===== src/hw/rtl/swm_pkg.sv =====
// ----------------------------------------------------------------------------
// swm_pkg: shared types and constants for the sliding window mean
// Widths of the sample store, running sum and serial divider, plus the
// request/response bundles passed between the control and its units.
// ----------------------------------------------------------------------------
package swm_pkg;

  localparam int MAX_WINDOW = 32;                    // store depth
  localparam int SAMPLE_W   = 16;                    // sample and mean width
  localparam int CFG_W      = 6;                     // window_len register width
  localparam int IDX_W      = $clog2(MAX_WINDOW);    // store address width
  localparam int CNT_W      = IDX_W + 1;             // holds 0..MAX_WINDOW
  localparam int SUM_W      = SAMPLE_W + IDX_W;      // exact window sum, signed
  localparam int DCNT_W     = $clog2(SUM_W + 1);     // divider step counter

  localparam logic [CFG_W-1:0] WINDOW_LEN_RST = CFG_W'(20);

  typedef struct packed {
    logic                en;
    logic [IDX_W-1:0]    addr;
    logic [SAMPLE_W-1:0] data;
  } store_wr_t;

  typedef struct packed {
    logic             en;
    logic [IDX_W-1:0] addr;
  } store_rd_t;

  typedef struct packed {
    logic                    start;
    logic signed [SUM_W-1:0] dividend;
    logic [CNT_W-1:0]        divisor;
  } div_req_t;

  typedef struct packed {
    logic                       done;
    logic signed [SAMPLE_W-1:0] quotient;
  } div_rsp_t;

endpackage


===== src/hw/rtl/swm_store.sv =====
// ----------------------------------------------------------------------------
// swm_store: sample ring store
// One write and one registered read port; per-entry valid bits make entries
// read as zero until first written after reset.
// ----------------------------------------------------------------------------
module swm_store (
  input  logic                              clk,
  input  logic                              rst,
  input  swm_pkg::store_wr_t                wr,
  input  swm_pkg::store_rd_t                rd,
  output logic signed [swm_pkg::SAMPLE_W-1:0] rd_data
);

  logic [swm_pkg::SAMPLE_W-1:0]   mem [swm_pkg::MAX_WINDOW];
  logic [swm_pkg::MAX_WINDOW-1:0] valid;
  logic [swm_pkg::SAMPLE_W-1:0]   rd_q;
  logic                           rd_vld;

  always_ff @(posedge clk) begin
    if (wr.en) begin
      mem[wr.addr] <= wr.data;
    end
    if (rd.en) begin
      rd_q <= mem[rd.addr];
    end
  end

  always_ff @(posedge clk) begin
    if (rst) begin
      valid  <= '0;
      rd_vld <= 1'b0;
    end else begin
      if (wr.en) begin
        valid[wr.addr] <= 1'b1;
      end
      if (rd.en) begin
        rd_vld <= valid[rd.addr];
      end
    end
  end

  assign rd_data = rd_vld ? $signed(rd_q) : '0;

endmodule


===== src/hw/rtl/swm_div.sv =====
// ----------------------------------------------------------------------------
// swm_div: bit-serial signed divider
// Restoring division of the window sum by the window length, one quotient
// bit per cycle, truncating toward zero.
// ----------------------------------------------------------------------------
module swm_div (
  input  logic              clk,
  input  logic              rst,
  input  swm_pkg::div_req_t req,
  output swm_pkg::div_rsp_t rsp
);

  typedef enum logic [1:0] {
    IDLE,
    RUN,
    DONE
  } state_t;

  state_t                        state;
  logic [swm_pkg::SUM_W-1:0]     qreg;     // dividend bits out, quotient bits in
  logic [swm_pkg::CNT_W-1:0]     rem;
  logic [swm_pkg::CNT_W-1:0]     dvsr;
  logic                          neg;
  logic [swm_pkg::DCNT_W-1:0]    cnt;

  logic [swm_pkg::CNT_W:0]       rem_sh;
  logic [swm_pkg::CNT_W:0]       rem_sub;
  logic                          qbit;
  logic [swm_pkg::SUM_W-1:0]     qsigned;

  always_comb begin
    rem_sh  = {rem, qreg[swm_pkg::SUM_W-1]};
    rem_sub = rem_sh - {1'b0, dvsr};
    qbit    = (rem_sh >= {1'b0, dvsr});
    qsigned = neg ? (~qreg + 1'b1) : qreg;
  end

  always_ff @(posedge clk) begin
    if (rst) begin
      state <= IDLE;
    end else begin
      unique case (state)
        IDLE: begin
          if (req.start) begin
            neg   <= req.dividend[swm_pkg::SUM_W-1];
            qreg  <= req.dividend[swm_pkg::SUM_W-1] ? (~req.dividend + 1'b1)
                                                    : req.dividend;
            dvsr  <= req.divisor;
            rem   <= '0;
            cnt   <= '0;
            state <= RUN;
          end
        end
        RUN: begin
          rem  <= qbit ? rem_sub[swm_pkg::CNT_W-1:0] : rem_sh[swm_pkg::CNT_W-1:0];
          qreg <= {qreg[swm_pkg::SUM_W-2:0], qbit};
          cnt  <= cnt + 1'b1;
          if (cnt == swm_pkg::DCNT_W'(swm_pkg::SUM_W - 1)) begin
            state <= DONE;
          end
        end
        DONE: begin
          state <= IDLE;
        end
        default: begin
          state <= IDLE;
        end
      endcase
    end
  end

  assign rsp.done     = (state == DONE);
  assign rsp.quotient = $signed(qsigned[swm_pkg::SAMPLE_W-1:0]);

endmodule


===== src/hw/rtl/sliding_window_mean.sv =====
// ----------------------------------------------------------------------------
// sliding_window_mean: moving-average filter over a ring of 16-bit samples
// Each sample beat is written into the ring; once the window has wrapped,
// the ring is summed entry by entry and divided by the window length.
// ----------------------------------------------------------------------------
//
//  channel  handshake              payload
//  -------  ---------------------  -------------------------------
//  cfg      cfg_valid / cfg_ready  cfg_data   (window_len, 6 bit)
//  in       in_valid  / in_ready   sample     (signed 16 bit)
//  out      out_valid / out_ready  mean (signed 16), window_full
//
//  Until the window first fills, a beat is accepted and then loaded into the
//  output register. After that, with L = window_len (0 read as 1, >32 read
//  as 32): one-entry-per-cycle summing read of the L ring entries, bit-serial
//  divider (21 quotient bits), output load, then back to idle.
//  One sample is processed at a time; in_ready returns once the result sits
//  in the output register, so the next beat overlaps an unread result.
//  Synchronous active-high reset clears the ring (valid bits), index, filled
//  flag, window_len (to 20) and the output valid flag. cfg_ready is always high.
// ----------------------------------------------------------------------------
module sliding_window_mean (
  input  logic                                  clk,
  input  logic                                  rst,
  input  logic                                  cfg_valid,
  output logic                                  cfg_ready,
  input  logic [swm_pkg::CFG_W-1:0]             cfg_data,
  input  logic                                  in_valid,
  output logic                                  in_ready,
  input  logic signed [swm_pkg::SAMPLE_W-1:0]   sample,
  output logic                                  out_valid,
  input  logic                                  out_ready,
  output logic signed [swm_pkg::SAMPLE_W-1:0]   mean,
  output logic                                  window_full
);

  typedef enum logic [1:0] {
    IDLE,   // waiting for a sample beat
    SUM,    // reading ring entries 0..len-1 into the accumulator
    DIV,    // waiting on the serial divider
    FIN     // result ready, waiting for the output register
  } state_t;

  state_t                               state;
  logic [swm_pkg::CFG_W-1:0]            window_len;
  logic [swm_pkg::IDX_W-1:0]            wr_idx;
  logic                                 filled;
  logic [swm_pkg::CNT_W-1:0]            len_q;     // length latched per beat
  logic [swm_pkg::CNT_W-1:0]            rd_cnt;
  logic                                 pend;      // read issued last cycle
  logic signed [swm_pkg::SUM_W-1:0]     acc;       // running window sum
  logic signed [swm_pkg::SAMPLE_W-1:0]  res_mean;

  logic [swm_pkg::CNT_W-1:0]            eff_len;
  logic [swm_pkg::CNT_W-1:0]            idx_next;
  logic                                 wrap;
  logic                                 in_acc;
  logic                                 issue;
  logic                                 load_out;  // result moves to output reg
  logic signed [swm_pkg::SAMPLE_W-1:0]  rd_data;

  swm_pkg::store_wr_t                   st_wr;
  swm_pkg::store_rd_t                   st_rd;
  swm_pkg::div_req_t                    dreq;
  swm_pkg::div_rsp_t                    drsp;

  // Zero acts as a length of one; anything past the ring depth is clamped.
  always_comb begin
    if (window_len == '0) begin
      eff_len = swm_pkg::CNT_W'(1);
    end else if ((swm_pkg::CFG_W + 1)'(window_len) >
                 (swm_pkg::CFG_W + 1)'(swm_pkg::MAX_WINDOW)) begin
      eff_len = swm_pkg::CNT_W'(swm_pkg::MAX_WINDOW);
    end else begin
      eff_len = swm_pkg::CNT_W'(window_len);
    end
  end

  assign cfg_ready = 1'b1;
  assign in_ready  = (state == IDLE);
  assign in_acc    = in_valid && in_ready;

  // Index advance; a shrunk window also forces the wrap.
  assign idx_next = swm_pkg::CNT_W'(wr_idx) + 1'b1;
  assign wrap     = (idx_next >= eff_len);

  assign st_wr.en   = in_acc;
  assign st_wr.addr = wr_idx;
  assign st_wr.data = sample;

  assign issue      = (state == SUM) && (rd_cnt != len_q);
  assign st_rd.en   = issue;
  assign st_rd.addr = rd_cnt[swm_pkg::IDX_W-1:0];

  assign dreq.start    = (state == SUM) && (rd_cnt == len_q) && !pend;
  assign dreq.dividend = acc;
  assign dreq.divisor  = len_q;

  // Output register takes the result when empty or being drained this cycle
  assign load_out = (state == FIN) && (!out_valid || out_ready);

  swm_store u_store (
    .clk     (clk),
    .rst     (rst),
    .wr      (st_wr),
    .rd      (st_rd),
    .rd_data (rd_data)
  );

  swm_div u_div (
    .clk (clk),
    .rst (rst),
    .req (dreq),
    .rsp (drsp)
  );

  always_ff @(posedge clk) begin
    if (rst) begin
      state      <= IDLE;
      window_len <= swm_pkg::WINDOW_LEN_RST;
      wr_idx     <= '0;
      filled     <= 1'b0;
      pend       <= 1'b0;
      out_valid  <= 1'b0;
    end else begin
      if (cfg_valid && cfg_ready) begin
        window_len <= cfg_data;
      end

      out_valid <= load_out || (out_valid && !out_ready);

      pend <= issue;

      unique case (state)
        IDLE: begin
          if (in_acc) begin
            len_q  <= eff_len;
            rd_cnt <= '0;
            acc    <= '0;
            if (wrap) begin
              wr_idx <= '0;
              filled <= 1'b1;
              state  <= SUM;
            end else begin
              wr_idx   <= idx_next[swm_pkg::IDX_W-1:0];
              res_mean <= '0;
              state    <= filled ? SUM : FIN;
            end
          end
        end
        SUM: begin
          if (issue) begin
            rd_cnt <= rd_cnt + 1'b1;
          end
          if (pend) begin
            acc <= acc + swm_pkg::SUM_W'(rd_data);
          end
          if (dreq.start) begin
            state <= DIV;
          end
        end
        DIV: begin
          if (drsp.done) begin
            res_mean <= drsp.quotient;
            state    <= FIN;
          end
        end
        FIN: begin
          if (load_out) begin
            mean        <= res_mean;
            window_full <= filled;
            state       <= IDLE;
          end
        end
        default: begin
          state <= IDLE;
        end
      endcase
    end
  end

endmodule

===== config.mk =====
export PLATFORM = sky130hd
export DESIGN_NAME = sliding_window_mean
export DESIGN_NICKNAME = d
export VERILOG_FILES = /design/src/hw/rtl/swm_pkg.sv /design/src/hw/rtl/swm_store.sv /design/src/hw/rtl/swm_div.sv /design/src/hw/rtl/sliding_window_mean.sv
export SDC_FILE = /design/constraint.sdc
export NUM_CORES = 1
export LEC_CHECK = 0
export ABC_AREA = 1
export BUFFER_PORTS_ARGS = -buffer_cell sky130_fd_sc_hd__buf_2
export CELL_PAD_IN_SITES_DETAIL_PLACEMENT = 2
export CELL_PAD_IN_SITES_GLOBAL_PLACEMENT = 2
export CORE_MARGIN = 2
export CORE_UTILIZATION = 40
export CTS_BUF_LIST = sky130_fd_sc_hd__clkbuf_8
export CTS_CLUSTER_SIZE = 40
export DETAILED_ROUTE_END_ITERATION = 6
export HOLD_SLACK_MARGIN = 0.03
export PLACE_DENSITY = 0.84
export SETUP_SLACK_MARGIN = 0.2
export SYNTH_ARGS = -nofsm -noshare
export SYNTH_HDL_FRONTEND = slang
export SYNTH_SLANG_ARGS = --single-unit
export TNS_END_PERCENT = 30

===== constraint.sdc =====
create_clock -name clk -period 4.6 [get_ports clk]
set_input_delay 1.38 -clock clk [delete_from_list [all_inputs] [get_ports clk]]
set_output_delay 1.38 -clock clk [all_outputs]
set_load 0.05 [all_outputs]

==> results.sh <==
export IMPL_dp_hpwl_um=66000
export IMPL_end_kind="flip-flop"
export IMPL_cp_required_ns=5.01
export IMPL_slew_headroom=0.206
export IMPL_min_period_ns=3.35
export IMPL_finalSetupViolCount=0
export IMPL_hold_ws_ns=0.417
export IMPL_startpoint_type="flip-flop"
export IMPL_ant_nets=0
export IMPL_initial_core_util=0.403
export IMPL_cts_resized=0
export IMPL_yosys_register_bits=684
export IMPL_wl_per_cell_um=27.8
export IMPL_grt_pass1_vias=24000
export IMPL_final_layout_size_suffix_gt1_frac=0.0965
export IMPL_drt_iter0_drc=1941
export IMPL_p_total_mw=17.6
export IMPL_setup_tns_ns=0
export IMPL_finalWeightedCongestion=0.878
export IMPL_synth_seq_area_share=0.683
export IMPL_row_count=99
export IMPL_dr_pass1_iters=5
export IMPL_total_leakage_power_nw=11.9
export IMPL_overflow=0
export IMPL_cts_sinks=684
export IMPL_postSynthCellCount=2634
export IMPL_async_flop_share=0
export IMPL_num_io_pins=47
export IMPL_synthesis_nets=2708
export IMPL_synth_cell_type_count=44
export IMPL_viasPerCell=5.77
export IMPL_cts_root_buffer="clkbuf_8"
export IMPL_cts_hold_buf=0
export IMPL_cts_tree="done"
export IMPL_slew_violations=0
export IMPL_final_cells=3779
export IMPL_nets=2799
export IMPL_antenna_found_initial=1
export IMPL_portBuffers=45
export IMPL_maxCapViolations=0
export IMPL_syn_area_um2=29300
export IMPL_synth_top_flop_cell="edfxtp_1"
export IMPL_status="finished clean"
export IMPL_die_w_um=275
export IMPL_drc=0
export IMPL_rsz0062_at_grt="no"
export IMPL_critPathKind="reg -> reg"
export IMPL_area_growth_pct=12.1
export IMPL_grt_usage=0.279
export IMPL_vdd_drop_max_mv=0.318
export IMPL_ys_warn_count=0
export IMPL_placedCellCount=3568
export IMPL_hold_path_class="reg -> reg"
export IMPL_vias=21800
export IMPL_setup_ws_ns=1.25
export IMPL_dp_slack_ns=1.19
export IMPL_numCtsBuffers=113
export IMPL_period_share=0.728
export IMPL_crit_arrival_ns=3.76
export IMPL_grt_max_degree=117
export IMPL_skew_ns=0.0829
export IMPL_finalHoldViolations=0
export IMPL_insertion_delay_ns=0.80
export IMPL_cts_buffer_depth=3
export IMPL_synth_edff_count=633
export IMPL_core_area_um2=72800
export IMPL_cts_setup_buffers=0
export IMPL_die_area_um2=75500
export IMPL_cts_clk_slew_worst_paths_ns=0.07
export IMPL_fmax_mhz=299
export IMPL_power_density_nw_per_um2=536
export IMPL_tightest_slew_ns=1.19
export IMPL_grt_pass1_wl_um=156000
export IMPL_avgSynthCellArea_um2=11.1
export IMPL_cts_htree_levels=3
export IMPL_die_h_um=275
export IMPL_path_max_fanout=16
export IMPL_wirelength_um=105000
cells in the mapped netlist, drive strengths merged (2+ instances only):
cell type  count  share of area
edfxtp       633           0.65
nor2         547          0.070
o21ai        345          0.059
nand2        315          0.040
inv          162          0.021
nand3        110          0.019
a21oi         84          0.014
clkbuf        74         0.0095
o22ai         72          0.015
buf           56          0.014
dfxtp         51          0.035
ha            45          0.019
a22oi         32         0.0082
o211ai        30         0.0077
xor2          18         0.0054
nor3          12         0.0022
nand4         11         0.0026
xnor2          6         0.0018
clkinv         5        0.00068
nor4           5         0.0011
or2            4        0.00085
a21o           3        0.00077
a31oi          3        0.00064
fa             2         0.0014
o221ai         2        0.00060
stage by stage:
stage | utilization | instance area (µm²)
floorplan | - | 29300
global placement | 0.420 | 30600
detailed placement | 0.420 | 30600
CTS | 0.451 | 32800
global route | 0.451 | 32900
finish | 0.451 | 32900
path summary, 6_finish.rpt:
kind | start | cells past startpoint | slack (ns) | to
max reg2reg | wr_idx[3]$_SDFFE_PP0P_ | 14 | 1.25 | res_mean[2]$_SDFFCE_PN0P_
min reg2reg | res_mean[0]$_SDFFCE_PN0P_ | 0 | 0.42 | mean[0]$_DFFE_PP_
max | wr_idx[3]$_SDFFE_PP0P_ | 14 | 1.25 | res_mean[2]$_SDFFCE_PN0P_
min | res_mean[0]$_SDFFCE_PN0P_ | 0 | 0.42 | mean[0]$_DFFE_PP_
power by group:
group	internal, mW	switching (mW)
Clock	2.79	2.67
Combinational	1.14	3.50
Sequential	7.28	0.255
Total	11.2	6.42
logic make-up after synthesis:
logic type | count (synthesis) | synth area share
AO/OA/AOI/OAI | 576 | 0.108
XOR/XNOR | 24 | 0.00717
adder cells (fa/ha/maj) | 47 | 0.0206
buffers and inverters | 297 | 0.0451
flip-flops | 684 | 0.683
other | 1 | 0.000128
AND/OR/NAND/NOR | 1005 | 0.136
per-layer routing:
metal	vias up	routed length, µm	global-route usage
met2	849	53500	0.498
met3	273	5740	0.0402
met5	-	0	0
met1	11200	40500	0.331
li1	9458	-	-
met4	0	5230	0.131
cell usage in the layout, fill, tap and decap left out, types with 4 or more instances in the layout:
cell,Yosys,final
a21oi_1,84,84
a22oi_1,32,32
buf_2,24,45
buf_4,7,57
bufinv_16,0,4
clkbuf_8,0,128
clkinv_1,4,23
clkinv_2,1,11
dfxtp_1,51,51
edfxtp_1,633,633
ha_1,45,45
inv_1,159,200
nand2_1,314,314
nand3_1,110,110
nand4_1,10,10
nor2_1,545,543
nor3_1,11,11
nor4_1,5,4
o211ai_1,30,30
o21ai_0,295,295
o21ai_1,50,50
o22ai_1,72,72
or2_2,4,4
xnor2_1,6,6
xor2_1,18,18
worst max-delay path, cell delays in order, from the launching register on:
cell	delay [ns]
dfxtp_1	0.39
inv_1	0.13
nor2_1	0.16
inv_1	0.09
nor2_1	0.11
inv_1	0.14
o221ai_1	0.27
ha_1	0.31
nand2_1	0.07
a21oi_1	0.04
or2_2	0.26
nor2_1	0.37
nor2_1	0.15
nor4_2	0.21
buf_4	0.30
flip-flops by register name, indices dropped and copies added (netlist names):
| register | flops |
|---|---|
| res_mean | 16 |
| out_valid | 1 |
| acc | 21 |
| u_div.state | 2 |
| wr_idx | 5 |
| window_full | 1 |
| mean | 16 |
| u_store.rd_q | 16 |
| filled | 1 |
| u_div.rem | 6 |
| len_q | 6 |
| pend | 1 |
| state | 2 |
| u_store.mem | 512 |
| u_div.cnt | 5 |
| u_div.neg | 1 |
| u_store.valid | 32 |
| u_div.dvsr | 6 |
| window_len | 6 |
| rd_cnt | 6 |
| u_store.rd_vld | 1 |
| u_div.qreg | 21 |
area by class of cell:
cell class / instances / area [µm²]
diodes: 1 / 2.50
clock buffers: 128 / 1760
clock inverters: 81 / 500
fillers: 7449 / 40000
inverters: 167 / 633
multi-input cells: 1653 / 8000
flip-flops and latches: 684 / 20000
well taps: 959 / 1200
repair buffers: 106 / 741
No activity file was read; power rests on OpenSTA's default activity.
